### config.mk
export PLATFORM = sky130hd
export DESIGN_NAME = gzip_header_parser_flat
export DESIGN_NICKNAME = d
export VERILOG_FILES = /design/src/sv/gzh_pkg.sv /design/src/sv/gzh_in_if.sv /design/src/sv/gzh_out_if.sv /design/src/sv/gzip_header_parser.sv /design/src/flat_wrapper.sv
export SDC_FILE = /design/constraint.sdc
export NUM_CORES = 1
export LEC_CHECK = 0
export ABC_AREA = 1
export BUFFER_PORTS_ARGS = -buffer_cell sky130_fd_sc_hd__clkbuf_2
export CAP_MARGIN = 10
export CORE_MARGIN = 4
export CORE_UTILIZATION = 35
export DETAILED_ROUTE_END_ITERATION = 6
export RECOVER_POWER = 100
export SETUP_SLACK_MARGIN = 0.15
export SYNTH_ARGS = -nofsm -noshare
export SYNTH_HDL_FRONTEND = slang
export SYNTH_SLANG_ARGS = --single-unit
### constraint.sdc
create_clock -name clk -period 5.1 [get_ports clk]
set_input_delay 0.255 -clock clk [delete_from_list [all_inputs] [get_ports clk]]
set_output_delay 0.255 -clock clk [all_outputs]
set_load 0.05 [all_outputs]
### src/sv/gzh_pkg.sv
// ----------------------------------------------------------------------------
// gzh_pkg
// shared widths, result kind codes, header constants and the result word type
// of the gzip member header parser
// ----------------------------------------------------------------------------
`default_nettype none

package gzh_pkg;

  localparam int BYTE_W = 8;
  localparam int KIND_W = 3;

  localparam logic [KIND_W-1:0] KIND_DATA        = 3'd0;
  localparam logic [KIND_W-1:0] KIND_ACCEPT      = 3'd1;
  localparam logic [KIND_W-1:0] KIND_TRANSPARENT = 3'd2;
  localparam logic [KIND_W-1:0] KIND_ERROR       = 3'd3;
  localparam logic [KIND_W-1:0] KIND_EMPTY       = 3'd4;

  localparam logic [BYTE_W-1:0] MAGIC1      = 8'h1f;
  localparam logic [BYTE_W-1:0] MAGIC2      = 8'h8b;
  localparam logic [BYTE_W-1:0] METHOD_DEFL = 8'h08;
  localparam logic [BYTE_W-1:0] FLG_RESV    = 8'he0;

  localparam int FLG_HCRC    = 1;
  localparam int FLG_EXTRA   = 2;
  localparam int FLG_NAME    = 3;
  localparam int FLG_COMMENT = 4;

  typedef struct packed {
    logic [BYTE_W-1:0] out_byte;
    logic [KIND_W-1:0] kind;
    logic              last;
  } res_t;

endpackage

`default_nettype wire

### src/sv/gzh_in_if.sv
// ----------------------------------------------------------------------------
// gzh_in_if
// byte input channel: one stream byte or an end-of-input marker per word
// ----------------------------------------------------------------------------
`default_nettype none

interface gzh_in_if;
  import gzh_pkg::*;

  logic              valid;
  logic              ready;
  logic [BYTE_W-1:0] byte_value;
  logic              end_marker;

  modport source (output valid, output byte_value, output end_marker, input ready);
  modport sink   (input valid, input byte_value, input end_marker, output ready);

endinterface

`default_nettype wire

### src/sv/gzh_out_if.sv
// ----------------------------------------------------------------------------
// gzh_out_if
// result channel: a data byte or a status kind per word
// ----------------------------------------------------------------------------
`default_nettype none

interface gzh_out_if;
  import gzh_pkg::*;

  logic              valid;
  logic              ready;
  logic [BYTE_W-1:0] out_byte;
  logic [KIND_W-1:0] kind;
  logic              last;

  modport source (output valid, output out_byte, output kind, output last, input ready);
  modport sink   (input valid, input out_byte, input kind, input last, output ready);

endinterface

`default_nettype wire

### src/sv/gzip_header_parser.sv
// ----------------------------------------------------------------------------
// gzip_header_parser
// walks a gzip member header byte by byte, then passes the data through;
// reports header accepted, transparent start, header error and empty stream
// ----------------------------------------------------------------------------
//  channel   dir  payload                       handshake
//  in_ch     in   byte_value[7:0], end_marker   valid/ready
//  out_ch    out  out_byte[7:0], kind[2:0], last valid/ready
//
//  one byte per clock while the output keeps up; the header walk is one state update
//  per byte and the results land in a four-word output queue
//  a byte gives up to three result words; input is taken while the queue
//  holds at most one word, so a stalled output backs up after two words
//  synchronous active-low reset, no clearing pass
// ----------------------------------------------------------------------------
`default_nettype none

module gzip_header_parser (
  input  wire logic clk,
  input  wire logic rst_n,
  gzh_in_if.sink    in_ch,
  gzh_out_if.source out_ch
);
  import gzh_pkg::*;

  localparam logic [3:0] P_MAGIC1    = 4'd0;
  localparam logic [3:0] P_MAGIC2    = 4'd1;
  localparam logic [3:0] P_METHOD    = 4'd2;
  localparam logic [3:0] P_FLAGS     = 4'd3;
  localparam logic [3:0] P_FLAGS_BAD = 4'd4;
  localparam logic [3:0] P_SKIP6     = 4'd5;
  localparam logic [3:0] P_XLEN_LO   = 4'd6;
  localparam logic [3:0] P_XLEN_HI   = 4'd7;
  localparam logic [3:0] P_EXTRA     = 4'd8;
  localparam logic [3:0] P_NAME      = 4'd9;
  localparam logic [3:0] P_COMMENT   = 4'd10;
  localparam logic [3:0] P_HCRC      = 4'd11;
  localparam logic [3:0] P_DATA      = 4'd12;
  localparam logic [3:0] P_DROP      = 4'd13;

  localparam int QDEPTH = 4;

  typedef struct packed {
    logic [3:0] phase;
    logic       hcrc;
    logic       accept;
  } adv_t;

  // next header section from stage k on: 0 extra, 1 name, 2 comment, 3 crc
  function automatic adv_t advance(input logic [1:0] k, input logic [BYTE_W-1:0] flg);
    adv_t a;
    a = '0;
    if (k == 2'd0 && flg[FLG_EXTRA]) begin
      a.phase = P_XLEN_LO;
    end else if (k <= 2'd1 && flg[FLG_NAME]) begin
      a.phase = P_NAME;
    end else if (k <= 2'd2 && flg[FLG_COMMENT]) begin
      a.phase = P_COMMENT;
    end else if (flg[FLG_HCRC]) begin
      a.phase = P_HCRC;
      a.hcrc  = 1'b1;
    end else begin
      a.phase  = P_DATA;
      a.accept = 1'b1;
    end
    return a;
  endfunction

  logic [3:0]        phase_r, phase_nxt;
  logic [BYTE_W-1:0] flags_r, flags_nxt;
  logic [15:0]       skip_r, skip_nxt;
  logic              ended_r, ended_nxt;
  res_t              q_r   [QDEPTH];
  res_t              q_nxt [QDEPTH];
  res_t              qs    [QDEPTH];
  logic [2:0]        cnt_r, cnt_nxt, cntp;

  res_t              res [3];
  logic [1:0]        n;
  logic              in_fire, pop, eoi;
  logic [BYTE_W-1:0] b;
  logic [15:0]       skip_dec, xlen;
  adv_t              a;

  assign in_fire      = in_ch.valid && in_ch.ready;
  assign in_ch.ready  = (cnt_r <= 3'd1);
  assign out_ch.valid = (cnt_r != 3'd0);
  assign pop          = out_ch.valid && out_ch.ready;
  assign out_ch.out_byte = q_r[0].out_byte;
  assign out_ch.kind     = q_r[0].kind;
  assign out_ch.last     = q_r[0].last;

  assign b        = in_ch.byte_value;
  assign eoi      = in_ch.end_marker || ended_r;
  assign skip_dec = skip_r - 16'd1;
  assign xlen     = {b, skip_r[7:0]};

  // header walk for the byte on the input
  always_comb begin
    phase_nxt = phase_r;
    flags_nxt = flags_r;
    skip_nxt  = skip_r;
    ended_nxt = ended_r;
    n         = 2'd0;
    a         = '0;
    for (int i = 0; i < 3; i++) begin
      res[i] = '0;
    end
    if (eoi) begin
      ended_nxt = 1'b1;
      case (phase_r)
        P_MAGIC1: begin
          res[0].kind = KIND_EMPTY;
          n = 2'd1;
          phase_nxt = P_DROP;
        end
        P_MAGIC2: begin
          res[0].kind = KIND_TRANSPARENT;
          res[1].kind = KIND_DATA;
          res[1].out_byte = MAGIC1;
          n = 2'd2;
          phase_nxt = P_DATA;
        end
        P_METHOD, P_FLAGS, P_FLAGS_BAD, P_SKIP6, P_XLEN_LO, P_XLEN_HI,
        P_EXTRA, P_NAME, P_COMMENT, P_HCRC: begin
          res[0].kind = KIND_ERROR;
          n = 2'd1;
          phase_nxt = P_DROP;
        end
        default: begin
        end
      endcase
    end else begin
      case (phase_r)
        P_MAGIC1: begin
          if (b == MAGIC1) begin
            phase_nxt = P_MAGIC2;
          end else begin
            res[0].kind = KIND_TRANSPARENT;
            res[1].kind = KIND_DATA;
            res[1].out_byte = b;
            n = 2'd2;
            phase_nxt = P_DATA;
          end
        end
        P_MAGIC2: begin
          if (b == MAGIC2) begin
            phase_nxt = P_METHOD;
          end else begin
            res[0].kind = KIND_TRANSPARENT;
            res[1].kind = KIND_DATA;
            res[1].out_byte = MAGIC1;
            res[2].kind = KIND_DATA;
            res[2].out_byte = b;
            n = 2'd3;
            phase_nxt = P_DATA;
          end
        end
        P_METHOD: begin
          phase_nxt = (b == METHOD_DEFL) ? P_FLAGS : P_FLAGS_BAD;
        end
        P_FLAGS: begin
          flags_nxt = b;
          if ((b & FLG_RESV) != '0) begin
            res[0].kind = KIND_ERROR;
            n = 2'd1;
            phase_nxt = P_DROP;
          end else begin
            skip_nxt = 16'd6;
            phase_nxt = P_SKIP6;
          end
        end
        P_FLAGS_BAD: begin
          flags_nxt = b;
          res[0].kind = KIND_ERROR;
          n = 2'd1;
          phase_nxt = P_DROP;
        end
        P_SKIP6, P_EXTRA, P_HCRC: begin
          skip_nxt = skip_dec;
          if (skip_dec == 16'd0) begin
            a = advance((phase_r == P_SKIP6) ? 2'd0 :
                        (phase_r == P_EXTRA) ? 2'd1 : 2'd3, flags_r);
            if (phase_r == P_HCRC) begin
              a = '{phase: P_DATA, hcrc: 1'b0, accept: 1'b1};
            end
          end
        end
        P_XLEN_LO: begin
          skip_nxt = {8'd0, b};
          phase_nxt = P_XLEN_HI;
        end
        P_XLEN_HI: begin
          skip_nxt = xlen;
          if (xlen == 16'd0) begin
            a = advance(2'd1, flags_r);
          end else begin
            phase_nxt = P_EXTRA;
          end
        end
        P_NAME: begin
          if (b == '0) begin
            a = advance(2'd2, flags_r);
          end
        end
        P_COMMENT: begin
          if (b == '0) begin
            a = advance(2'd3, flags_r);
          end
        end
        P_DATA: begin
          res[0].kind = KIND_DATA;
          res[0].out_byte = b;
          n = 2'd1;
        end
        default: begin
        end
      endcase
      if (a.phase != 4'd0) begin
        phase_nxt = a.phase;
        if (a.hcrc) begin
          skip_nxt = 16'd2;
        end
        if (a.accept) begin
          res[0].kind = KIND_ACCEPT;
          n = 2'd1;
        end
      end
    end
    if (n != 2'd0) begin
      res[n - 2'd1].last = 1'b1;
    end
  end

  // output queue: shift out at the head, append behind the last word
  always_comb begin
    logic [2:0] idx;
    idx  = '0;
    cntp = cnt_r - {2'd0, pop};
    for (int i = 0; i < QDEPTH; i++) begin
      qs[i] = (pop && i < QDEPTH - 1) ? q_r[(i + 1) % QDEPTH] : q_r[i];
    end
    for (int i = 0; i < QDEPTH; i++) begin
      q_nxt[i] = qs[i];
      idx = 3'(i) - cntp;
      if (in_fire && 3'(i) >= cntp && idx < {1'b0, n}) begin
        q_nxt[i] = res[idx[1:0]];
      end
    end
    cnt_nxt = cntp + (in_fire ? {1'b0, n} : 3'd0);
  end

  always_ff @(posedge clk) begin
    if (!rst_n) begin
      phase_r <= P_MAGIC1;
      flags_r <= '0;
      skip_r  <= '0;
      ended_r <= 1'b0;
      cnt_r   <= '0;
    end else begin
      cnt_r <= cnt_nxt;
      if (in_fire) begin
        phase_r <= phase_nxt;
        flags_r <= flags_nxt;
        skip_r  <= skip_nxt;
        ended_r <= ended_nxt;
      end
    end
  end

  always_ff @(posedge clk) begin
    for (int i = 0; i < QDEPTH; i++) begin
      q_r[i] <= q_nxt[i];
    end
  end

`ifndef SYNTHESIS
  a_ended_sticky: assert property (@(posedge clk) disable iff (!rst_n)
    ended_r |=> ended_r)
    else $error("end of input flag cleared");

  a_drop_sticky: assert property (@(posedge clk) disable iff (!rst_n)
    phase_r == P_DROP |=> phase_r == P_DROP)
    else $error("left drop phase");

  a_queue_bound: assert property (@(posedge clk) disable iff (!rst_n)
    cnt_r <= 3'(QDEPTH))
    else $error("output queue overflow");

  a_data_one_word: assert property (@(posedge clk) disable iff (!rst_n)
    in_fire && phase_r == P_DATA && !eoi |=>
      cnt_r == $past(cnt_r) + 3'd1 - {2'd0, $past(pop)})
    else $error("data byte did not give exactly one word");
`endif

endmodule

`default_nettype wire
### src/flat_wrapper.sv
// flat-port wrapper written by rule: the top's interface ports become plain ports
module gzip_header_parser_flat import gzh_pkg::*;
  (clk, rst_n, in_ch_valid, in_ch_byte_value, in_ch_end_marker, in_ch_ready, out_ch_valid, out_ch_out_byte, out_ch_kind, out_ch_last, out_ch_ready);
  gzh_in_if in_ch_i ();
  gzh_out_if out_ch_i ();
  input  wire logic clk;
  input  wire logic rst_n;
  input wire logic [$bits(in_ch_i.valid)-1:0] in_ch_valid;
  input wire logic [$bits(in_ch_i.byte_value)-1:0] in_ch_byte_value;
  input wire logic [$bits(in_ch_i.end_marker)-1:0] in_ch_end_marker;
  output wire logic [$bits(in_ch_i.ready)-1:0] in_ch_ready;
  output wire logic [$bits(out_ch_i.valid)-1:0] out_ch_valid;
  output wire logic [$bits(out_ch_i.out_byte)-1:0] out_ch_out_byte;
  output wire logic [$bits(out_ch_i.kind)-1:0] out_ch_kind;
  output wire logic [$bits(out_ch_i.last)-1:0] out_ch_last;
  input wire logic [$bits(out_ch_i.ready)-1:0] out_ch_ready;
  assign in_ch_i.valid = in_ch_valid;
  assign in_ch_i.byte_value = in_ch_byte_value;
  assign in_ch_i.end_marker = in_ch_end_marker;
  assign in_ch_ready = in_ch_i.ready;
  assign out_ch_valid = out_ch_i.valid;
  assign out_ch_out_byte = out_ch_i.out_byte;
  assign out_ch_kind = out_ch_i.kind;
  assign out_ch_last = out_ch_i.last;
  assign out_ch_i.ready = out_ch_ready;
  gzip_header_parser u_core (.clk(clk), .rst_n(rst_n), .in_ch(in_ch_i), .out_ch(out_ch_i));
endmodule
# After elaboration in Yosys (flattened, before gate mapping)
# Memory sizes are Yosys's and may differ from the RTL's.
# Cells that the tools add are included.
word_totals:
  regBits: 29
  latch_bits: 0
  mem_bits_rw: 48
  romBits: 0
  input_bits: 13
  out_inout_bits: 14
  word_cells: 173
  mem_count: 1
classes:
  addsub: 8
  mul: 0
  n_div: 0
  order_cmp: 17
  eq_ne: 17
  shift: 0
  muxes: 85
  bitwise: 6
  n_reduce_logical: 34
memory_table:
  columns: ["memory", "depth", "word_bits", "read_ports", "rd_ports_with_merged_regs", "write_ports", "line_no", "rtl"]
  rows:
  - ["u_core.q_r", 4, 12, 4, 0, 4, "gzip_header_parser.sv:73", "res_t q_r [QDEPTH];"]
op_table:
  columns: ["op", "n"]
  rows:
  - ["12-bit two-way mux", 15]
  - ["12-bit binary-select mux with 2-bit select", 4]
  - ["16-bit one-hot mux with 4 select lines", 1]
  - ["11-bit two-way mux", 5]
  - ["16-bit two-way mux", 3]
  - ["36-bit bitwise mux", 1]
  - ["36-bit two-way mux", 1]
  - ["4-bit two-way mux", 9]
  - ["6-bit two-way mux", 6]
  - ["16-bit logical NOT", 2]
  - ["2-bit two-way mux", 16]
  - ["8-bit two-way mux", 4]
  - ["4-bit one-hot mux with 7 select lines", 1]
  - ["12-bit demux with 2-bit select", 1]
  - ["6-bit one-hot mux with 4 select lines", 1]
  - ["11-bit one-hot mux with 2 select lines", 1]
  - ["3-bit two-way mux", 7]
  - ["4-bit == test (second input constant)", 5]
  - ["4-bit by 3-bit == test with 1-bit output (second input constant)", 4]
  - ["16-bit by 1-bit subtractor with 16-bit output (second input constant)", 1]
  - ["3-bit >= comparator (second input constant)", 5]
  - ["2-bit inverter with 3-bit output", 5]
  - ["1-bit logical AND", 14]
  - ["3-bit by 2-bit less-than comparator with 1-bit output", 4]
  - ["other kinds (41)", 51]

# Depth between registers and ports, before layout
# Gate-level depths: netlist of the first run.
logic_depth:
  depth_word: 27
  mapped_depth: 21
  depth_no_buf: 21

# Worst setup path after synthesis of the first run
# OpenSTA, ideal clock, no wires.
synth_path:
  path_type: "register to register"
  from: "reg, netlist name u_core.cnt_r[2]"
  to: "mem u_core.q_r[0][0] in the netlist's numbering (enable)"
  setup_time_ps: 350
  t_arrival_ps: 4775
  required_time_ps: 4750
  setup_slack_ps: -25
  path_stages_with_launch: 17
  path_buffers: 3
  synth_period_minus_slack_ps: 5125
  path_cell_list: "dfxtp_1 -> nor2_1 -> nand2_1 -> nand2_1 -> inv_1 -> ha_1 -> ha_1 -> inv_1 -> clkbuf_1 -> ha_1 -> inv_1 -> clkbuf_1 -> ha_1 -> nor4_1 -> nand2_4 -> buf_6 -> nand2_1"
synth_lines:
  columns: ["item", "line_no"]
  rows:
  - ["to (decl)", "gzip_header_parser.sv:73"]

==> results of run 1 <==
metal layers:
metal	vias to the layer above	routed length, um	GRT usage
li1	2900	-	-
met1	2505	7350	0.230
met2	139	7470	0.298
met3	21	853	0.0338
met4	0	232	0.0527
met5	-	0	0
layout make-up:
type                       count  share of cell area
multi-input combinational    679               0.526
tap                          216              0.0423
clock inverter                 7              0.0102
timing repair buffer          33              0.0233
sequential                    76               0.314
inverter                      83              0.0494
clock buffer                   9              0.0353
final timing paths:
path | to | slack [ns] | cells past startpoint
worst max register to register | u_core.q_r[2][3] | 0.89 | 15
worst min-delay path | u_core.ended_r | 0.21 | 3
worst max-delay path | u_core.q_r[2][3] | 0.89 | 15
worst min register to register | u_core.skip_r[0] | 0.50 | 2
cells by family after synthesis:
| kind of cell | count (synthesis) | share of synthesized area |
|---|---|---|
| compound gates | 156 | 0.150 |
| xor+xnor | 5 | 0.00880 |
| buf+inv | 111 | 0.0777 |
| fa+ha+maj | 18 | 0.0399 |
| flops | 76 | 0.343 |
| simple gates | 500 | 0.380 |
power groups by stage:
stage	sequential, mW	combinational, mW	clock [mW]
6_report	1.09	2.31	0.634
2_1_floorplan	1.26	1.68	0
3_5_place_dp	1.10	2.35	0
4_1_cts	1.09	2.36	0.647
5_1_grt	1.11	2.63	0.670
3_3_place_gp	1.10	2.33	0
cell usage in the layout, fill, tap and decap left out, drive strengths merged, types with 2 or more instances in the layout:
master and count:
nand2 300, nor2 102, o21ai 93, inv 81
nand3 58, edfxtp 48, clkbuf 39, a21oi 35
dfxtp 28, ha 17, nor3 17, a22oi 10
nand4 9, nor4 6, o221ai 5, xor2 5
clkinv 5, nand3b 4, a31oi 4, clkinvlp 4
buf 3, a211oi 2
critical path: stages (launching register included):
cell and delay [ns]:
dfxtp_1 0.32, nor2_1 0.21, nand2_1 0.10, nand2_1 0.18, inv_1 0.07, ha_1 0.20
ha_1 0.31, inv_1 0.23, buf_4 0.27, ha_1 0.42, ha_1 0.27, a211oi_1 0.20
o21ai_0 0.11, a21oi_1 0.13, nand2_1 0.33, nand2_1 0.52
state kept, by name, indices dropped and copies added (netlist names):
signal / count
u_core.cnt_r: 3
u_core.flags_r: 4
u_core.ended_r: 1
u_core.phase_r: 4
u_core.skip_r: 16
u_core.q_r: 48
==> flow_metrics.env, run 1 <==
export IMPL_place_inst=1087
export IMPL_p_sw_frac=0.513
export IMPL_design_die_area_um2=18800
export IMPL_ys_warn_count=0
export IMPL_power_mw=4.03
export IMPL_cts_sinks=76
export IMPL_p_sw_mw=2.07
export IMPL_fin_worst_skew_ns=0.00863
export IMPL_slew_headroom=0.117
export IMPL_hpwl_um=12100
export IMPL_cts_resized=0
export IMPL_fin_crit_ns=4.21
export IMPL_clk_latency_ns=0.35
export IMPL_critPathLaunchType="flop"
export IMPL_nNetsFinal=913
export IMPL_netlist_instances=866
export IMPL_dr_first_iter_drc_count=377
export IMPL_die_y_um=137
export IMPL_cts_buffer_depth=2
export IMPL_post_cts_buffers=0
export IMPL_cts_root_buffer="clkbuf_16"
export IMPL_ys_top_cells_by_area="edfxtp_1 (25%), nand2_1 (18%), dfxtp_1 (9.6%)"
export IMPL_path_max_fanout=18
export IMPL_min_delay_start="in_ch_valid"
export IMPL_htree_levels=3
export IMPL_setup_violations=0
export IMPL_antenna_found_initial=0
export IMPL_io_buffers=26
export IMPL_wirelength_um=15900
export IMPL_worst_pin_slew_ns=1.32
export IMPL_drive_above_1_share=0.0992
export IMPL_internal_power_mw=1.96
export IMPL_drc=0
export IMPL_synth_top_cell_by_area="edfxtp_1"
export IMPL_gp_congestion=0.908
export IMPL_coreArea_um2=16100
export IMPL_clkPwrFrac=0.157
export IMPL_areaGrowthSynthToFinish_pct=9.44
export IMPL_yosysMostFrequentCell="nand2_1"
export IMPL_crit_type="reg2reg"
export IMPL_path_clk_slew_ns=0.07
export IMPL_slew_violations=0
export IMPL_avgSynthCellArea_um2=6.73
export IMPL_grt_overflow_total=0
export IMPL_rsz0062_at_grt="false"
export IMPL_synth_edff_count=48
export IMPL_num_rows=46
export IMPL_layout_setup_ws_ns=0.889
export IMPL_cts_tree="done"
export IMPL_dpl_cell_area_um2=6150
export IMPL_synthArstFlopShare=0
export IMPL_arrival_ns=4.20
export IMPL_crit_path_end_kind="flop"
export IMPL_routed_via_density=5.05
export IMPL_finalInstanceArea_um2=6380
export IMPL_cap_viol_max_count=0
export IMPL_avgRoutedWirePerCell_um=14.4
export IMPL_seq_area_frac_synth=0.343
export IMPL_fill_cells=1737
export IMPL_synth_fp_nets=897
export IMPL_final_hold_violation_count=0
export IMPL_grt_usage=0.177
export IMPL_timing_final_crit_share=0.826
export IMPL_r2r_start="u_core.cnt_r[2]"
export IMPL_synth_common_cells="nand2_1 (283), o21ai_0 (88), nor2_1 (80)"
export IMPL_syn_area_um2=5830
export IMPL_grt_pass1_vias=5151
export IMPL_fin_cells=1103
export IMPL_synthDominantCellAreaShare=0.247
export IMPL_min_path_type="in2reg"
export IMPL_place_ws_ns=1.05
export IMPL_numCtsBuffers=9
export IMPL_worst_ep_required_time_ns=5.09
export IMPL_num_antenna_cells=0
export IMPL_p_seq_frac=0.269
export IMPL_multi_input_area_um2=3360
export IMPL_ys_flop_type="edfxtp_1"
export IMPL_cts_hold_buf=0
export IMPL_grt_max_degree=37
export IMPL_holdWs_ns=0.211
export IMPL_cellLeakagePower_nw=2.70
export IMPL_synth_cell_types=50
export IMPL_outcome="finished clean"
export IMPL_fin_util=0.396
export IMPL_ios=27
export IMPL_initial_core_util=0.362
export IMPL_fin_tns_setup_ns=0
export IMPL_die_x_um=137
export IMPL_max_vdd_ir_drop_v=0.000270
export IMPL_regArea_um2=2000
export IMPL_worstSetupStartpoint="u_core.cnt_r[2]"
export IMPL_vias=5565
export IMPL_p_per_area_nw_per_um2=632
export IMPL_p_comb_frac=0.574
export IMPL_firstDrtPassIters=5
export IMPL_fmax_ghz=0.237
export IMPL_grt_first_pass_wirelength_um=26300
export IMPL_ys_ff_latch=76
export IMPL_ant_nets=0
No activity file was read; power rests on OpenSTA's default activity.
==> run 2: changes to the inputs <==
--- a/config.mk
+++ b/config.mk
@@ -5,7 +5,7 @@
 export SDC_FILE = /design/constraint.sdc
 export NUM_CORES = 1
 export LEC_CHECK = 0
-export ABC_AREA = 1
+export ABC_AREA = 0
 export BUFFER_PORTS_ARGS = -buffer_cell sky130_fd_sc_hd__clkbuf_2
 export CAP_MARGIN = 10
 export CORE_MARGIN = 4
==> constraint.sdc (replaced) <==
create_clock -name clk -period 4.4 [get_ports clk]
set_input_delay 0.22 -clock clk [delete_from_list [all_inputs] [get_ports clk]]
set_output_delay 0.22 -clock clk [all_outputs]
set_load 0.05 [all_outputs]
==> run 2 against run 1 <==
Synthesized cell count decreased by 24%. Clock skew barely moved. Wire length increased by 1.5%. First-iteration DRC count up 11%. Largest cell class unchanged. Highest routed layer unchanged.
==> flow_metrics.env, run 2 <==
export IMPL_outcome="finished clean"
export IMPL_num_antenna_cells=0
export IMPL_cellLeakagePower_nw=2.32
export IMPL_ys_top_cells_by_area="edfxtp_1 (25%), dfxtp_1 (9.7%), nand2_1 (5.3%)"
export IMPL_final_hold_violation_count=0
export IMPL_clk_latency_ns=0.35
export IMPL_synthSimpleGateAreaFrac=0.233
export IMPL_routed_via_density=5.73
export IMPL_worst_ep_required_time_ns=4.42
export IMPL_io_buffers=26
export IMPL_layout_commonest_cell="nand2_1"
export IMPL_die_y_um=136
export IMPL_synth_edff_count=48
export IMPL_grt_overflow_total=0
export IMPL_p_per_area_nw_per_um2=726
export IMPL_worst_pin_slew_ns=0.920
export IMPL_ios=27
export IMPL_met3_length_um=896
export IMPL_hpwl_um=11800
export IMPL_regMostFlops="u_core.q_r"
export IMPL_netlist_instances=661
export IMPL_dr_first_iter_drc_count=420
export IMPL_timing_final_crit_share=0.916
export IMPL_regArea_um2=2000
export IMPL_rrSetupSlack_ns=0.37
export IMPL_seq_area_frac_synth=0.347
export IMPL_cts_root_buffer="clkbuf_16"
export IMPL_synthMuxAreaShare=0.119
export IMPL_num_rows=46
export IMPL_top_regs="u_core.q_r: 48 flops, u_core.skip_r: 16 flops"
export IMPL_reg2reg_to="u_core.q_r[1][8]"
export IMPL_timing_hold_worst_path_depth=3
export IMPL_cts_sinks=76
export IMPL_slew_violations=0
export IMPL_synthXorXnorAreaFrac=0.0137
export IMPL_crit_path_end_kind="flop"
export IMPL_firstDrtPassIters=5
export IMPL_cts_buffer_depth=2
export IMPL_drive_above_1_share=0.120
export IMPL_r2r_start="u_core.skip_r[1]"
export IMPL_timing_reg2reg_worst_path_depth=11
export IMPL_path_clk_slew_ns=0.06
export IMPL_synthArstFlopShare=0
export IMPL_htree_levels=3
export IMPL_fin_crit_ns=4.03
export IMPL_ant_nets=0
export IMPL_synth_fp_nets=692
export IMPL_ys_ff_latch=76
export IMPL_drc=0
export IMPL_synth_compound_area_share=0.194
export IMPL_min_path_type="in2reg"
export IMPL_crit_type="reg2reg"
export IMPL_syn_area_um2=5760
export IMPL_initial_core_util=0.360
export IMPL_fill_cells=1686
export IMPL_areaGrowthSynthToFinish_pct=8.84
export IMPL_min_to="u_core.ended_r"
export IMPL_nNetsFinal=701
export IMPL_slew_headroom=0.386
export IMPL_largest_reg_flops=48
export IMPL_coreArea_um2=16000
export IMPL_antenna_found_initial=0
export IMPL_grt_usage=0.175
export IMPL_avgRoutedWirePerCell_um=18.1
export IMPL_multi_input_area_um2=3410
export IMPL_design_die_area_um2=18600
export IMPL_die_x_um=136
export IMPL_met2_length_um=7430
export IMPL_routed_top_layer="met4"
export IMPL_max_vdd_ir_drop_v=0.000346
export IMPL_grt_max_degree=37
export IMPL_ys_flop_type="edfxtp_1"
export IMPL_fmax_ghz=0.248
export IMPL_drt_met1_wl_um=7490
export IMPL_wirelength_um=16100
export IMPL_fin_tns_setup_ns=0
export IMPL_synth_common_cells="nand2_1 (82), nor2_1 (51), edfxtp_1 (48)"
export IMPL_gp_congestion=0.923
export IMPL_yosysMostFrequentCell="nand2_1"
export IMPL_min_delay_start="in_ch_end_marker"
export IMPL_setup_violations=0
export IMPL_grt_pass1_vias=4775
export IMPL_critPathLaunchType="flop"
export IMPL_rsz0062_at_grt="false"
export IMPL_avgSynthCellArea_um2=8.72
export IMPL_fin_worst_skew_ns=0.00883
export IMPL_cts_tree="done"
export IMPL_ys_warn_count=0
export IMPL_synth_cell_types=73
export IMPL_cap_viol_max_count=0
export IMPL_vias=5109
export IMPL_final_cell_mix="nand2_1 (80), nor2_1 (51), edfxtp_1 (48), a21oi_1 (47), o21ai_0 (41)"
export IMPL_synth_top_cell_by_area="edfxtp_1"
export IMPL_power_mw=4.55
export IMPL_yosys_area_share_adder=0.0404
export IMPL_synth_top_family_by_area="simple AND/OR/NAND/NOR gates"
export IMPL_cts_hold_buf=0
export IMPL_arrival_ns=4.05
export IMPL_path_max_fanout=13
export IMPL_numCtsBuffers=9
export IMPL_grt_first_pass_wirelength_um=25800
export IMPL_synthDominantCellAreaShare=0.250
[run 2: cell count changes in the layout (fill, tap and decap cells not counted), moves of 24 or more]
cell,change
mux2i_1,+24
nand2_1,-205
nor2_1,-30
o21ai_0,-47
inv_1,-45
nand3_1,-41
[run 2: critical path, stage by stage, from the launching register on]
cell and delay, ns:
dfxtp_1 0.38, inv_1 0.14, ha_1 0.27, or3b_2 0.55, o31a_1 0.32, nor4b_1 0.39, o2111ai_2 0.37, o211ai_4 0.38
nand2_1 0.12, a21oi_1 0.20, buf_4 0.24, or2_2 0.32
[run 2: timing repair]
| item | 4_1_cts | 5_1_grt |
|---|---|---|
| endpoints found under the hold margin | 0 | 0 |
| buffers inserted | 0 | 0 |
| endpoints found under the setup margin | 0 | 12 |
| gates resized for setup | 0 | 1 |
[run 2: worst max path at each step]
stage | startpoint | end | slack (ns) | cells past startpoint
6_report | u_core.skip_r[1] | u_core.q_r[1][8] | 0.37 | 11
5_1_grt | u_core.skip_r[1] | u_core.q_r[1][9] | 0.17 | 11
4_1_cts | u_core.skip_r[1] | u_core.q_r[0][9] | 0.37 | 10
3_5_place_dp | u_core.skip_r[1] | u_core.q_r[2][6] | 0.38 | 11
3_3_place_gp | u_core.skip_r[1] | u_core.q_r[2][6] | 0.50 | 11
2_1_floorplan | u_core.cnt_r[1] | u_core.q_r[0][10] | 0.24 | 16
[run 2: cell families (layout without fill, tap and decap cells)]
kind of cell / after synthesis / in the layout
compound gates: 169 / 169
xor+xnor: 9 / 9
fa+ha+maj: 18 / 18
buf+inv: 67 / 81
flops: 76 / 76
mux: 58 / 58
simple gates: 264 / 264
[run 2: layout make-up]
type	count	share of cell area
Tap cell	216	0.0431
Clock inverter	7	0.00678
Clock buffer	9	0.0359
Timing Repair Buffer	45	0.0389
Inverter	20	0.0120
Sequential cell	76	0.319
Multi-Input combinational cell	518	0.544
[run 2: metal layers]
metal  track usage  vias to the layer above
met5             0                        -
li1              -                     2454
met2         0.274                      165
met3        0.0403                       31
met1         0.242                     2459
met4        0.0504                        0
[run 2: report_power, final]
| group | switching [mW] | internal [mW] | leakage [nW] |
|---|---|---|---|
| clock network | 0.305 | 0.378 | 0.127 |
| registers | 0.126 | 1.15 | 0.681 |
| logic | 1.68 | 0.917 | 1.51 |
[run 2: through the flow]
step                      worst slack [ns]  area, um^2  std cells   util  hold slack, ns
final                                0.368        6270        891  0.392           0.152
after global routing                 0.171        6270        891  0.392           0.179
after global placement               0.498        6100        875  0.382           0.492
after detailed placement             0.380        6100        875  0.382           0.507
after CTS                            0.371        6370        891  0.398           0.151
after floorplan                      0.237        5790        661      -           0.381
